==> src/rtl/core/slam_pkg.sv <==
// Shared types and constants for the serial link activity monitor.
`default_nettype none

package slam_pkg;

    // Link and field sizes
    localparam int CHANNELS   = 4;
    localparam int CH_W       = 2;
    localparam int CNT_W      = 32;
    localparam int RUN_W      = 4;
    localparam int MS_W       = 16;
    localparam int CFG_IDX_W  = 2;
    localparam int CFG_DATA_W = 16;

    // Configuration register indexes
    localparam logic [CFG_IDX_W-1:0] CFG_REPORT_PERIOD = 2'd0;
    localparam logic [CFG_IDX_W-1:0] CFG_OK_PERIODS    = 2'd1;
    localparam logic [CFG_IDX_W-1:0] CFG_LOST_TIMEOUT  = 2'd2;

    // Configuration reset values
    localparam logic [MS_W-1:0]  RST_REPORT_PERIOD = 16'd500;
    localparam logic [RUN_W-1:0] RST_OK_PERIODS    = 4'd3;
    localparam logic [MS_W-1:0]  RST_LOST_TIMEOUT  = 16'd1500;

    // Event kinds
    localparam logic FUNC_BYTE = 1'b0;
    localparam logic FUNC_TICK = 1'b1;

    // Last channel of a report walk
    localparam logic [CH_W-1:0] LAST_CH = CH_W'(CHANNELS - 1);

    typedef enum logic [1:0] {
        LINK_WAIT = 2'd0,
        LINK_RX   = 2'd1,
        LINK_OK   = 2'd2,
        LINK_LOST = 2'd3
    } link_status_t;

    typedef enum logic [1:0] {
        ST_IDLE,
        ST_CHECK,
        ST_REPORT
    } fsm_state_t;

    // Controller to datapath commands
    typedef struct packed {
        logic            byte_inc;
        logic            tick;
        logic            due_load;
        logic            judge;
        logic [CH_W-1:0] ch;
    } dp_cmd_t;

    // Datapath to controller status
    typedef struct packed {
        logic due;
        logic out_free;
    } dp_status_t;

endpackage

`default_nettype wire

==> src/rtl/core/serial_link_activity_monitor_unit.sv <==
// Serial link activity monitor: four receive links, byte counts and periodic status reports.
// Order: byte and tick transactions are taken in the idle state; a tick is checked for a
// due report in the cycle after it; the first report transaction is then registered.
// Throughput: byte events one per cycle while idle; a reporting tick walks the channels
// one per cycle through the shared judge unit while the output register can take a report.
// Reset (aresetn, synchronous, active low) clears clock, counters and history, and
// loads the configuration defaults; no clearing pass is needed.
`default_nettype none

module serial_link_activity_monitor_unit (
    input  wire logic                            aclk,
    input  wire logic                            aresetn,
    input  wire logic                            cfg_we,
    input  wire logic [slam_pkg::CFG_IDX_W-1:0]  cfg_index,
    input  wire logic [slam_pkg::CFG_DATA_W-1:0] cfg_data,
    input  wire logic                            s_valid,
    output logic                                 s_ready,
    input  wire logic                            s_func,
    input  wire logic [1:0]                      s_channel,
    output logic                                 m_valid,
    input  wire logic                            m_ready,
    output logic [1:0]                           m_report_channel,
    output logic [31:0]                          m_byte_total,
    output logic [1:0]                           m_link_status,
    output logic                                 m_last
);

    slam_pkg::dp_cmd_t    cmd;
    slam_pkg::dp_status_t status;

    // Controller
    slam_ctrl u_ctrl (
        .aclk    (aclk),
        .aresetn (aresetn),
        .s_valid (s_valid),
        .s_ready (s_ready),
        .s_func  (s_func),
        .status  (status),
        .cmd     (cmd)
    );

    // Datapath
    slam_dp u_dp (
        .aclk             (aclk),
        .aresetn          (aresetn),
        .cfg_we           (cfg_we),
        .cfg_index        (cfg_index),
        .cfg_data         (cfg_data),
        .s_channel        (s_channel),
        .cmd              (cmd),
        .status           (status),
        .m_valid          (m_valid),
        .m_ready          (m_ready),
        .m_report_channel (m_report_channel),
        .m_byte_total     (m_byte_total),
        .m_link_status    (m_link_status),
        .m_last           (m_last)
    );

endmodule

`default_nettype wire

==> src/rtl/core/slam_ctrl.sv <==
// Controller state machine: event dispatch, report check and channel walk.
`default_nettype none

module slam_ctrl (
    input  wire logic                aclk,
    input  wire logic                aresetn,
    input  wire logic                s_valid,
    output logic                     s_ready,
    input  wire logic                s_func,
    input  wire slam_pkg::dp_status_t status,
    output slam_pkg::dp_cmd_t         cmd
);

    slam_pkg::fsm_state_t           state_reg, state_next;
    logic [slam_pkg::CH_W-1:0]      idx_reg, idx_next;

    // State and channel index registers
    always_ff @(posedge aclk) begin
        if (!aresetn) begin
            state_reg <= slam_pkg::ST_IDLE;
            idx_reg   <= '0;
        end else begin
            state_reg <= state_next;
            idx_reg   <= idx_next;
        end
    end

    // Next state and commands
    always_comb begin
        state_next   = state_reg;
        idx_next     = idx_reg;
        s_ready      = 1'b0;
        cmd.byte_inc = 1'b0;
        cmd.tick     = 1'b0;
        cmd.due_load = 1'b0;
        cmd.judge    = 1'b0;
        cmd.ch       = idx_reg;
        unique case (state_reg)
            slam_pkg::ST_IDLE: begin
                s_ready = 1'b1;
                if (s_valid) begin
                    if (s_func == slam_pkg::FUNC_TICK) begin
                        cmd.tick   = 1'b1;
                        state_next = slam_pkg::ST_CHECK;
                    end else begin
                        cmd.byte_inc = 1'b1;
                    end
                end
            end
            slam_pkg::ST_CHECK: begin
                if (status.due) begin
                    cmd.due_load = 1'b1;
                    idx_next     = '0;
                    state_next   = slam_pkg::ST_REPORT;
                end else begin
                    state_next = slam_pkg::ST_IDLE;
                end
            end
            slam_pkg::ST_REPORT: begin
                // Advance one channel whenever the output register can take it
                if (status.out_free) begin
                    cmd.judge = 1'b1;
                    if (idx_reg == slam_pkg::LAST_CH) begin
                        state_next = slam_pkg::ST_IDLE;
                    end else begin
                        idx_next = idx_reg + 1'b1;
                    end
                end
            end
            default: begin
                state_next = slam_pkg::ST_IDLE;
            end
        endcase
    end

endmodule

`default_nettype wire

==> src/rtl/core/slam_dp.sv <==
// Datapath: configuration, clock, per-channel counters, status judge, output register.
`default_nettype none

module slam_dp (
    input  wire logic                              aclk,
    input  wire logic                              aresetn,
    input  wire logic                              cfg_we,
    input  wire logic [slam_pkg::CFG_IDX_W-1:0]    cfg_index,
    input  wire logic [slam_pkg::CFG_DATA_W-1:0]   cfg_data,
    input  wire logic [slam_pkg::CH_W-1:0]         s_channel,
    input  wire slam_pkg::dp_cmd_t                 cmd,
    output slam_pkg::dp_status_t                   status,
    output logic                                   m_valid,
    input  wire logic                              m_ready,
    output logic [slam_pkg::CH_W-1:0]              m_report_channel,
    output logic [slam_pkg::CNT_W-1:0]             m_byte_total,
    output logic [1:0]                             m_link_status,
    output logic                                   m_last
);

    logic [slam_pkg::MS_W-1:0]   period_reg;
    logic [slam_pkg::RUN_W-1:0]  need_reg;
    logic [slam_pkg::MS_W-1:0]   timeout_reg;

    logic [slam_pkg::CNT_W-1:0]  now_reg;
    logic [slam_pkg::CNT_W-1:0]  next_rep_reg;

    logic [slam_pkg::CNT_W-1:0]  cnt_reg  [slam_pkg::CHANNELS];
    logic [slam_pkg::CNT_W-1:0]  prev_reg [slam_pkg::CHANNELS];
    logic [slam_pkg::CNT_W-1:0]  lgt_reg  [slam_pkg::CHANNELS];
    logic [slam_pkg::RUN_W-1:0]  run_reg  [slam_pkg::CHANNELS];

    logic                        m_valid_reg;
    logic [slam_pkg::CH_W-1:0]   out_ch_reg;
    logic [slam_pkg::CNT_W-1:0]  out_cnt_reg;
    slam_pkg::link_status_t      out_st_reg;
    logic                        out_last_reg;

    logic [slam_pkg::CNT_W-1:0]  due_diff;
    logic [slam_pkg::CNT_W-1:0]  cur_cnt;
    logic [slam_pkg::CNT_W-1:0]  cur_prev;
    logic [slam_pkg::CNT_W-1:0]  cur_lgt;
    logic [slam_pkg::RUN_W-1:0]  cur_run;
    logic [slam_pkg::CNT_W-1:0]  since_growth;
    logic                        growth;
    logic [slam_pkg::RUN_W-1:0]  run_inc;
    logic [slam_pkg::RUN_W-1:0]  run_next;
    slam_pkg::link_status_t      st_next;

    // Configuration registers; writes beyond the list are dropped
    always_ff @(posedge aclk) begin
        if (!aresetn) begin
            period_reg  <= slam_pkg::RST_REPORT_PERIOD;
            need_reg    <= slam_pkg::RST_OK_PERIODS;
            timeout_reg <= slam_pkg::RST_LOST_TIMEOUT;
        end else if (cfg_we) begin
            unique case (cfg_index)
                slam_pkg::CFG_REPORT_PERIOD: period_reg  <= cfg_data;
                slam_pkg::CFG_OK_PERIODS:    need_reg    <= cfg_data[slam_pkg::RUN_W-1:0];
                slam_pkg::CFG_LOST_TIMEOUT:  timeout_reg <= cfg_data;
                default: begin
                end
            endcase
        end
    end

    // Report due when now minus next report time is not negative
    assign due_diff = now_reg - next_rep_reg;

    // Millisecond clock and next report time
    always_ff @(posedge aclk) begin
        if (!aresetn) begin
            now_reg      <= '0;
            next_rep_reg <= '0;
        end else begin
            if (cmd.tick) begin
                now_reg <= now_reg + 1'b1;
            end
            if (cmd.due_load) begin
                next_rep_reg <= now_reg + slam_pkg::CNT_W'(period_reg);
            end
        end
    end

    // Judge the selected channel
    always_comb begin
        cur_cnt      = cnt_reg[cmd.ch];
        cur_prev     = prev_reg[cmd.ch];
        cur_lgt      = lgt_reg[cmd.ch];
        cur_run      = run_reg[cmd.ch];
        since_growth = now_reg - cur_lgt;
        growth       = cur_cnt > cur_prev;
        run_inc      = (cur_run < need_reg) ? cur_run + 1'b1 : cur_run;
        if (growth) begin
            run_next = run_inc;
            st_next  = (run_inc >= need_reg) ? slam_pkg::LINK_OK : slam_pkg::LINK_RX;
        end else if (cur_cnt == '0) begin
            run_next = '0;
            st_next  = slam_pkg::LINK_WAIT;
        end else if (since_growth >= slam_pkg::CNT_W'(timeout_reg)) begin
            run_next = '0;
            st_next  = slam_pkg::LINK_LOST;
        end else begin
            run_next = cur_run;
            st_next  = slam_pkg::LINK_RX;
        end
    end

    // Per-channel state: count bytes, update history on a judge
    always_ff @(posedge aclk) begin
        if (!aresetn) begin
            for (int i = 0; i < slam_pkg::CHANNELS; i++) begin
                cnt_reg[i]  <= '0;
                prev_reg[i] <= '0;
                lgt_reg[i]  <= '0;
                run_reg[i]  <= '0;
            end
        end else begin
            if (cmd.byte_inc && (int'(s_channel) < slam_pkg::CHANNELS)) begin
                cnt_reg[s_channel] <= cnt_reg[s_channel] + 1'b1;
            end
            if (cmd.judge) begin
                prev_reg[cmd.ch] <= cur_cnt;
                run_reg[cmd.ch]  <= run_next;
                if (growth) begin
                    lgt_reg[cmd.ch] <= now_reg;
                end
            end
        end
    end

    // Output valid: set on a judge, drop once the transaction is taken
    always_ff @(posedge aclk) begin
        if (!aresetn) begin
            m_valid_reg <= 1'b0;
        end else if (cmd.judge) begin
            m_valid_reg <= 1'b1;
        end else if (m_ready) begin
            m_valid_reg <= 1'b0;
        end
    end

    // Output payload
    always_ff @(posedge aclk) begin
        if (cmd.judge) begin
            out_ch_reg   <= cmd.ch;
            out_cnt_reg  <= cur_cnt;
            out_st_reg   <= st_next;
            out_last_reg <= (cmd.ch == slam_pkg::LAST_CH);
        end
    end

    assign status.due      = ~due_diff[slam_pkg::CNT_W-1];
    assign status.out_free = ~m_valid_reg | m_ready;

    assign m_valid          = m_valid_reg;
    assign m_report_channel = out_ch_reg;
    assign m_byte_total     = out_cnt_reg;
    assign m_link_status    = out_st_reg;
    assign m_last           = out_last_reg;

endmodule

`default_nettype wire

==> config.mk <==
export PLATFORM = sky130hd
export DESIGN_NAME = serial_link_activity_monitor_unit
export DESIGN_NICKNAME = d
export VERILOG_FILES = /design/src/rtl/core/slam_pkg.sv /design/src/rtl/core/serial_link_activity_monitor_unit.sv /design/src/rtl/core/slam_ctrl.sv /design/src/rtl/core/slam_dp.sv
export SDC_FILE = /design/constraint.sdc
export NUM_CORES = 1
export LEC_CHECK = 0
export ABC_CLOCK_PERIOD_IN_PS = 15200
export BUFFER_PORTS_ARGS = -buffer_cell sky130_fd_sc_hd__buf_4
export CORE_UTILIZATION = 27
export CTS_CLUSTER_DIAMETER = 100
export CTS_CLUSTER_SIZE = 25
export DETAILED_ROUTE_END_ITERATION = 6
export GPL_ROUTABILITY_DRIVEN = 1
export SETUP_SLACK_MARGIN = 0.5
export SLEW_MARGIN = 10
export SYNTH_ARGS = -nofsm -noshare
export SYNTH_HDL_FRONTEND = slang
export SYNTH_HIERARCHICAL = 1
export SYNTH_SLANG_ARGS = --single-unit
==> constraint.sdc <==
create_clock -name aclk -period 15.2 [get_ports aclk]
set_input_delay 2.28 -clock aclk [delete_from_list [all_inputs] [get_ports aclk]]
set_output_delay 2.28 -clock aclk [all_outputs]
set_load 0.1 [all_outputs]
# After elaboration in Yosys (flattened, before gate mapping)
# Memory sizes are Yosys's and may differ from the RTL's. A register that Yosys moved wholly into a read port is not among the register bits.
# Index checks and enable logic that the tools add are counted.
[word_totals]
ff_bits = 142
latchBits = 0
ram_bits = 400
rom_bits = 0
inputBits = 26
output_inout_bits = 39
elab_cells = 114
mem_count = 4
[mem_list]
columns = ["name", "depth", "word_bits", "read_ports", "rd_clocked_by_memory_dff", "write_ports", "line_no", "rtl"]
rows = [
  ["u_dp.cnt_reg", 4, 32, 2, 1, 4, "slam_dp.sv:28", "logic [slam_pkg::CNT_W-1:0] cnt_reg [slam_pkg::CHANNELS];"],
  ["u_dp.lgt_reg", 4, 32, 1, 1, 4, "slam_dp.sv:30", "logic [slam_pkg::CNT_W-1:0] lgt_reg [slam_pkg::CHANNELS];"],
  ["u_dp.prev_reg", 4, 32, 1, 1, 4, "slam_dp.sv:29", "logic [slam_pkg::CNT_W-1:0] prev_reg [slam_pkg::CHANNELS];"],
  ["u_dp.run_reg", 4, 4, 1, 1, 4, "slam_dp.sv:31", "logic [slam_pkg::RUN_W-1:0] run_reg [slam_pkg::CHANNELS];"],
]
[op_classes]
n_addsub = 7
multipliers = 0
div_mod_pow = 0
order_cmp = 4
eq_ne = 11
shift = 0
n_mux = 60
n_bitwise = 2
reduce_logical = 14
[ops]
columns = ["cell", "n"]
rows = [
  ["$mux W32", 3],
  ["$reduce_or A32 Y1", 3],
  ["$add A32 B1 Y32 const B", 2],
  ["$sub A32 B32 Y32", 2],
  ["$mux W2", 26],
  ["$add A32 B16 Y32", 1],
  ["$ge A32 B16 Y1", 1],
  ["$gt A32 B32 Y1", 1],
  ["$logic_not A32 Y1", 1],
  ["$mux W1", 24],
  ["$mux W4", 5],
  ["$ne A2 B2 Y1 const B", 5],
  ["$reduce_and A4 Y1", 2],
  ["$eq A2 B2 Y1 const B", 3],
  ["$pmux W2 S3", 1],
  ["$reduce_and A2 Y1", 3],
  ["$add A4 B1 Y4 const B", 1],
  ["$eq A2 B1 Y1 const B", 2],
  ["$ge A4 B4 Y1", 1],
  ["$logic_not A2 Y1", 2],
  ["$lt A4 B4 Y1", 1],
  ["$pmux W2 S2", 1],
  ["$reduce_bool A2 Y1", 2],
  ["$reduce_or A4 Y1", 1],
  ["other kinds (4)", 4],
]

# Depth between registers and ports, before layout
# Gate-level depths: netlist (run 1).
[depth]
word_depth = 9
depth_mapped = 26
depth_no_buf = 21

# Hierarchy
# Netlist (run 1), hierarchy kept.
[by_module_without_submodules]
columns = ["mod", "n_inst", "cells_each", "area_per_inst_um2"]
rows = [
  ["slam_dp", 1, 2447, 28519.9],
  ["slam_ctrl", 1, 24, 231.5],
]

# Least setup slack after synthesis (run 1)
# OpenSTA, ideal clock, no wires.
[synth_timing]
kind = "input-to-reg"
from = "in m_ready"
to = "mem u_dp/lgt_reg[1][0] (netlist bit), enable pin"
arrival_time_ns = 6.724
required_ns = 14.734
setup_slack_ns = 8.010
stages = 7
path_buffers = 2
path_cell_list = "nand2b_1 and2_1 nand2_1 clkbuf_1 or2_2 clkbuf_1 o21ai_0"
[synth_lines]
columns = ["item", "line_no", "rtl"]
rows = [
  ["start: declaration", "serial_link_activity_monitor_unit.sv:21", "input wire logic m_ready,"],
  ["end: declaration", "slam_dp.sv:30", ""],
]

==> results of run 1 <==
[power by group through the flow]
stage / Sequential, W / Combinational [W] / Clock (W)
5_1_grt: 0.00176 / 0.000701 / 0.000920
3_3_place_gp: 0.00179 / 0.000641 / 0
4_1_cts: 0.00176 / 0.000649 / 0.000874
2_1_floorplan: 0.00187 / 0.000364 / 0
3_5_place_dp: 0.00179 / 0.000646 / 0
6_report: 0.00175 / 0.000645 / 0.000848
[synthesized netlist by cell type, types with 5 or more instances]
cell	instances
mux4_2	131
clkbuf_1	100
nor4b_1	31
or3_1	18
dfxtp_1	105
nand2b_1	23
and3_1	79
nand3_1	49
a21oi_1	106
edfxtp_1	437
inv_1	186
or2_2	14
o21a_1	9
a2111oi_0	6
o31ai_1	5
xor2_1	58
xnor2_1	51
ha_1	138
a211oi_1	15
nor2b_1	13
nand2_1	191
nor2_1	333
nor4_1	20
nand4_1	33
buf_1	11
a21o_1	42
mux2i_1	19
o21ai_0	55
nand3b_1	6
buf_2	15
o211ai_1	14
and2_1	58
a31oi_1	6
nor3_1	23
[through the flow]
stage,area (µm²),std cells,setup WS (ns),utilization (%)
final,31600,3871,9.29,30.0
after detailed placement,30800,3831,9.23,29.2
after global placement,30800,3831,9.29,29.2
after floorplan,28800,2471,8.01,-
after CTS,31600,3871,9.24,30.0
after global routing,31600,3871,8.84,30.0
[layout make-up]
cell class                 count  area [µm²]
clock buffer                  33         698
clock inverter                 7         118
fill                       10800       73800
inverter                     186         698
multi-input combinational   1611       12400
sequential                   542       15200
tap                         1391        1740
timing repair buffer         101         771
[placed cells by master, fill, tap and decap left out, types with 27 or more instances in the layout]
| master | Yosys | final |
|---|---|---|
| nand3_1 | 49 | 49 |
| xor2_1 | 58 | 58 |
| clkbuf_16 | 0 | 27 |
| nor2_1 | 333 | 330 |
| dfxtp_1 | 105 | 103 |
| nand2_1 | 191 | 186 |
| and3_1 | 79 | 79 |
| xnor2_1 | 51 | 51 |
| a21oi_1 | 106 | 106 |
| a21o_1 | 42 | 42 |
| nor4b_1 | 31 | 31 |
| ha_1 | 138 | 138 |
| o21ai_0 | 55 | 51 |
| nand4_1 | 33 | 33 |
| buf_4 | 1 | 100 |
| inv_1 | 186 | 185 |
| edfxtp_1 | 437 | 437 |
| and2_1 | 58 | 57 |
| mux4_2 | 131 | 131 |
[cell families (layout without fill, tap and decap cells)]
kind of cell	Yosys count	count (layout)	share of synthesized area, %
mux	152	152	11.1
flops	542	542	53.0
buf+inv	318	327	4.32
fa+ha+maj	140	140	6.14
compound gates	302	302	6.84
simple gates	908	908	15.4
xor+xnor	109	109	3.32
[layer usage]
layer | vias up | part of all wire, % | global-route usage, %
met2 | 578 | 47 | 23.6
met4 | 0 | 2.7 | 3.63
li1 | 8930 | - | -
met5 | - | 0 | 0
met3 | 88 | 5.4 | 1.53
met1 | 9591 | 45 | 19.7
[worst max path at each step]
stage | start | end | slack (ns) | cells after the start
after global routing | u_ctrl/idx_reg[0] | u_dp/m_link_status[1] | 8.84 | 19
after CTS | u_ctrl/idx_reg[0] | u_dp/run_reg[2][3] | 9.24 | 15
after floorplan | m_ready | u_dp/lgt_reg[1][0] | 8.01 | 7
final | u_ctrl/idx_reg[1] | u_dp/m_link_status[1] | 9.29 | 20
after global placement | u_ctrl/idx_reg[0] | u_dp/run_reg[0][2] | 9.29 | 15
after detailed placement | u_ctrl/idx_reg[0] | u_dp/run_reg[2][3] | 9.23 | 15
[tightest hold or removal path, cell delays in order, from the launching register on]
cell and delay (ns):
dfxtp_1 0.32, nand2_1 0.05, a21oi_1 0.05
==> results.py, run 1 <==
metrics = {
    "worst_setup_path": {
        "worst-path-buf-inv": 2,
        "critPathKind": "flip-flop to flip-flop",
        "r2r_end": "u_dp/m_link_status[1]",
        "worstPathMaxFanout": 42,
        "critPathLaunchType": "flip-flop",
        "regToRegStartpoint": "u_ctrl/idx_reg[1]",
        "crit_chain": "mux4_2 -> inv_1 -> ha_1 -> a21o_1 -> o21ai_0 -> a21oi_1 -> a21oi_1 -> o21ai_0 -> xor2_1 -> ha_1 -> nand3_1 -> a21boi_0 -> nor4_1 -> o21ai_0 -> nand4b_1 -> nor4_1 -> nand4_1 -> nor3_4 -> inv_1 -> a21o_1",
        "slowest_delay_ns": 0.79,
        "required_ns": 15.60,
        "r2r_setup_slack_ns": 9.29,
        "crit_slowest_cell": "dfxtp_4",
        "crit_top_cell": "o21ai_0",
        "critPathTopFamily": "compound AO/OA/AOI/OAI gates",
        "cp-end-kind": "flip-flop",
        "arrival_ns": 6.31,
        "rr_worst_depth": 20,
    },
    "synth": {
        "yosysWarnings": 6,
        "synth_top_area_share_pct": 45.6,
        "syn_inst": 2471,
        "syn_area_mm2": 0.0288,
        "synth-seq-cells": 542,
        "syn_area_per_cell_um2": 11.6,
        "async_reset_ff_share_pct": 0,
        "yosysTopAreaCell": "edfxtp_1",
        "synth_edf_count": 437,
        "synth_ff_type": "edfxtp_1",
        "synthTopCellsByArea": "edfxtp_1 (46%), mux4_2 (10%), dfxtp_1 (7.3%)",
        "synthDistinctLibCells": 78,
        "ys_seq_area_share_pct": 53.0,
        "syn_nets": 2637,
    },
    "global_routing": {
        "grt_pass1_wl_um": 119000,
        "grt_overflow": 0,
        "grt_max_degree": 130,
        "grt_pass1_vias": 18900,
        "track_usage_pct": 14.2,
        "grt_antenna_before_repair": 0,
    },
    "pwr": {
        "p_int_w": 0.00227,
        "p_seq_share_pct": 54.0,
        "total_power_w": 0.00325,
        "combPwrFrac_pct": 19.9,
        "swShare_pct": 30.2,
        "peakVddDrop_uv": 117,
        "power_frac_clock_pct": 26.1,
        "p_sw_w": 0.000981,
        "power.density_mw_per_mm2": 103,
        "leakage_nw": 11.7,
    },
    "route": {
        "first_pass_iters": 7,
        "drt_iter0_drc": 1751,
        "routed_via_density": 4.96,
        "drc": 10,
        "ant_nets": 0,
        "via_count": 19200,
        "routed_wl_um": 78000,
        "wire_per_inst_um": 20.1,
    },
    "hold_path": {
        "hp-class": "flip-flop to flip-flop",
        "hold_start": "u_dp/timeout_reg[1]",
        "worstHoldPathCells": 2,
        "holdPathEnd": "u_dp/timeout_reg[1]",
    },
    "floorplanning": {
        "die_h_um": 328,
        "die_area_mm2": 0.108,
        "fp.dieW_um": 328,
        "coreArea_mm2": 0.105,
        "core.rowCount": 119,
        "start_util_pct": 27.3,
        "io_pins": 65,
    },
    "timing": {
        "tns_ns": 0,
        "rsz0062_at_grt": "no",
        "hold_viol": 0,
        "min_period_over_period_pct": 38.9,
        "worst_pin_slew_ns": 1.15,
        "whs_ns": 0.465,
        "setup_violations": 0,
        "fmax_ghz": 0.169,
        "slew_viol_final": 0,
        "relSlewSlack_pct": 22.8,
        "clock_skew_ns": 0.0352,
        "min_period_ns": 5.91,
    },
    "status": {
        "status": "finished with violations",
        "violations": "DRC",
    },
    "cts": {
        "clkTransAtPathRegs_ns": 0.10,
        "htree_levels": 1,
        "cts_tree": "built",
        "root_buffer": "clkbuf_16",
        "cts-resized-gates": 0,
        "post_cts_buffers": 0,
        "clock-sinks": 542,
        "cts_buffers": 27,
        "max-clock-path-buffers": 3,
        "insertion_delay_ns": 0.63,
        "postCtsHoldBufs": 0,
    },
    "finish": {
        "nets": 2635,
        "syn_to_final_growth_pct": 9.98,
        "antenna_cells": 0,
        "drive_above_1_share_pct": 12.6,
    },
    "run": {
        "maxCapViolCount": 0,
    },
    "placement": {
        "gp_congestion": 0.887,
        "hpwl_um": 52000,
        "port_buffers": 64,
    },
}
(Power assumes the default switching activity.)
==> run 2: changes to the inputs <==
--- a/config.mk
+++ b/config.mk
@@ -5,7 +5,7 @@
 export SDC_FILE = /design/constraint.sdc
 export NUM_CORES = 1
 export LEC_CHECK = 0
-export ABC_CLOCK_PERIOD_IN_PS = 15200
+export ABC_CLOCK_PERIOD_IN_PS = 6100
 export BUFFER_PORTS_ARGS = -buffer_cell sky130_fd_sc_hd__buf_4
 export CORE_UTILIZATION = 27
 export CTS_CLUSTER_DIAMETER = 100
==> constraint.sdc (replaced) <==
create_clock -name aclk -period 6.1 [get_ports aclk]
set_input_delay 0.915 -clock aclk [delete_from_list [all_inputs] [get_ports aclk]]
set_output_delay 0.915 -clock aclk [all_outputs]
set_load 0.1 [all_outputs]
==> results.py, run 2 (synthesis results as in run 1) <==
metrics = {
    "status": {
        "status": "finished with violations",
        "violations": "DRC",
    },
    "cts": {
        "cts_buffers": 27,
        "htree_levels": 1,
        "clkTransAtPathRegs_ns": 0.10,
        "insertion_delay_ns": 0.64,
        "cts-resized-gates": 0,
        "postCtsHoldBufs": 0,
        "clock-sinks": 542,
        "post_cts_buffers": 0,
        "max-clock-path-buffers": 3,
        "cts_tree": "built",
        "root_buffer": "clkbuf_16",
    },
    "route": {
        "wire_per_inst_um": 20.4,
        "drc": 10,
        "first_pass_iters": 7,
        "via_count": 19500,
        "routed_via_density": 5.00,
        "routed_wl_um": 79600,
        "drt_iter0_drc": 1784,
        "ant_nets": 0,
    },
    "global_routing": {
        "track_usage_pct": 14.6,
        "grt_antenna_before_repair": 0,
        "grt_overflow": 0,
        "grt_max_degree": 105,
        "grt_pass1_vias": 19300,
        "grt_pass1_wl_um": 121000,
    },
    "hold_path": {
        "worstHoldPathCells": 2,
        "hp-class": "flip-flop to flip-flop",
        "hold_start": "u_dp/timeout_reg[11]",
        "holdPathEnd": "u_dp/timeout_reg[11]",
    },
    "worst_setup_path": {
        "rr_worst_depth": 21,
        "worst-path-buf-inv": 4,
        "crit_chain": "buf_4 -> mux4_2 -> inv_1 -> ha_1 -> o211ai_1 -> a21o_1 -> a21oi_1 -> a211oi_2 -> xnor2_1 -> ha_1 -> a21oi_1 -> a21boi_0 -> nor4_1 -> o21ai_0 -> nand4b_1 -> nor4_1 -> nand4_1 -> nor3_4 -> buf_12 -> inv_1 -> a21o_1",
        "regToRegStartpoint": "u_ctrl/idx_reg[0]",
        "critPathLaunchType": "flip-flop",
        "worstPathMaxFanout": 14,
        "critPathTopFamily": "compound AO/OA/AOI/OAI gates",
        "cp-end-kind": "flip-flop",
        "slowest_delay_ns": 0.55,
        "critPathKind": "flip-flop to flip-flop",
        "arrival_ns": 5.69,
        "crit_slowest_cell": "a211oi_2",
        "r2r_end": "u_dp/m_link_status[1]",
        "required_ns": 6.50,
        "r2r_setup_slack_ns": 0.81,
    },
    "timing": {
        "slew_viol_final": 0,
        "rsz0062_at_grt": "no",
        "tns_ns": 0,
        "min_period_over_period_pct": 86.6,
        "worst_pin_slew_ns": 1.10,
        "relSlewSlack_pct": 26.5,
        "fmax_ghz": 0.189,
        "min_period_ns": 5.29,
        "clock_skew_ns": 0.0396,
        "layout_setup_ws_ns": 0.815,
        "hold_viol": 0,
        "setup_violations": 0,
    },
    "finish": {
        "nets": 2660,
        "antenna_cells": 0,
        "final_common_cell": "edfxtp_1",
        "num-fill-cells": 10800,
        "drive_above_1_share_pct": 13.5,
        "seq_area_mm2": 0.0152,
        "multi_input_area_mm2": 0.0124,
        "final_cell_mix": "edfxtp_1 (437), nor2_1 (330), nand2_1 (186)",
        "syn_to_final_growth_pct": 10.9,
    },
    "pwr": {
        "leakage_nw": 11.8,
        "total_power_w": 0.00811,
        "power.density_mw_per_mm2": 254,
        "peakVddDrop_uv": 199,
    },
    "placement": {
        "pre_cts_slack_ns": 0.635,
        "gp_congestion": 0.890,
        "port_buffers": 64,
        "hpwl_um": 52900,
    },
    "run": {
        "maxCapViolCount": 0,
    },
    "floorplanning": {
        "start_util_pct": 27.3,
        "die_area_mm2": 0.108,
        "core.rowCount": 119,
        "fp.dieW_um": 328,
        "io_pins": 65,
        "die_h_um": 328,
        "coreArea_mm2": 0.105,
    },
}
run 2: cell count changes in the layout (fill, tap and decap cells not counted), sizes merged:
cell / delta
buf: +25
inv: +1
bufinv: -1
clkinv: -1
clkbuf: +10
run 2: metal layers:
metal / up-vias / part of all wire, % / global-route usage, %
li1: 8992 / - / -
met1: 9848 / 44 / 20.1
met2: 605 / 48 / 24.8
met3: 88 / 5.5 / 1.39
met4: 0 / 2.2 / 3.06
met5: - / 0 / 0
run 2: how the worst max path moves through the flow:
stage                           start                     to  slack [ns]  depth (start not counted)
global placement    u_ctrl/idx_reg[0]  u_dp/m_link_status[1]        0.72                         19
floorplan           u_ctrl/idx_reg[0]     u_dp/lgt_reg[3][0]        0.09                         15
global route        u_ctrl/idx_reg[0]  u_dp/m_link_status[1]        0.51                         20
finish              u_ctrl/idx_reg[0]  u_dp/m_link_status[1]        0.81                         21
detailed placement  u_ctrl/idx_reg[0]  u_dp/m_link_status[1]        0.63                         19
CTS                 u_ctrl/idx_reg[0]  u_dp/m_link_status[1]        0.65                         19
run 2: worst min-delay path, stage by stage (launching register included):
cell and delay, ns:
dfxtp_1 0.33, nand2_1 0.05, a21oi_1 0.05
run 2: layout make-up:
type / instances / area share [%]
clock inverter: 6 / 0.224
timing repair buffer: 126 / 3.24
inverter: 186 / 2.19
multi-input combinational: 1611 / 38.8
tap: 1391 / 5.46
clock buffer: 43 / 2.34
sequential: 542 / 47.8
run 2: stage by stage:
stage / instances / hold slack [ns] / utilization (%) / cell area (µm²)
3_5_place_dp: 3846 / 0.451 / 29.4 / 31000
6_report: 3905 / 0.467 / 30.2 / 31900
5_1_grt: 3905 / 0.479 / 30.2 / 31900
4_1_cts: 3895 / 0.467 / 30.2 / 31800
3_3_place_gp: 3846 / 0.446 / 29.4 / 31000
2_1_floorplan: 2471 / 0.436 / - / 28800
run 2: power by group:
| group | internal [W] | switching, W |
|---|---|---|
| Clock | 0.000873 | 0.00125 |
| Sequential | 0.00425 | 0.000109 |
| Combinational | 0.000521 | 0.00111 |
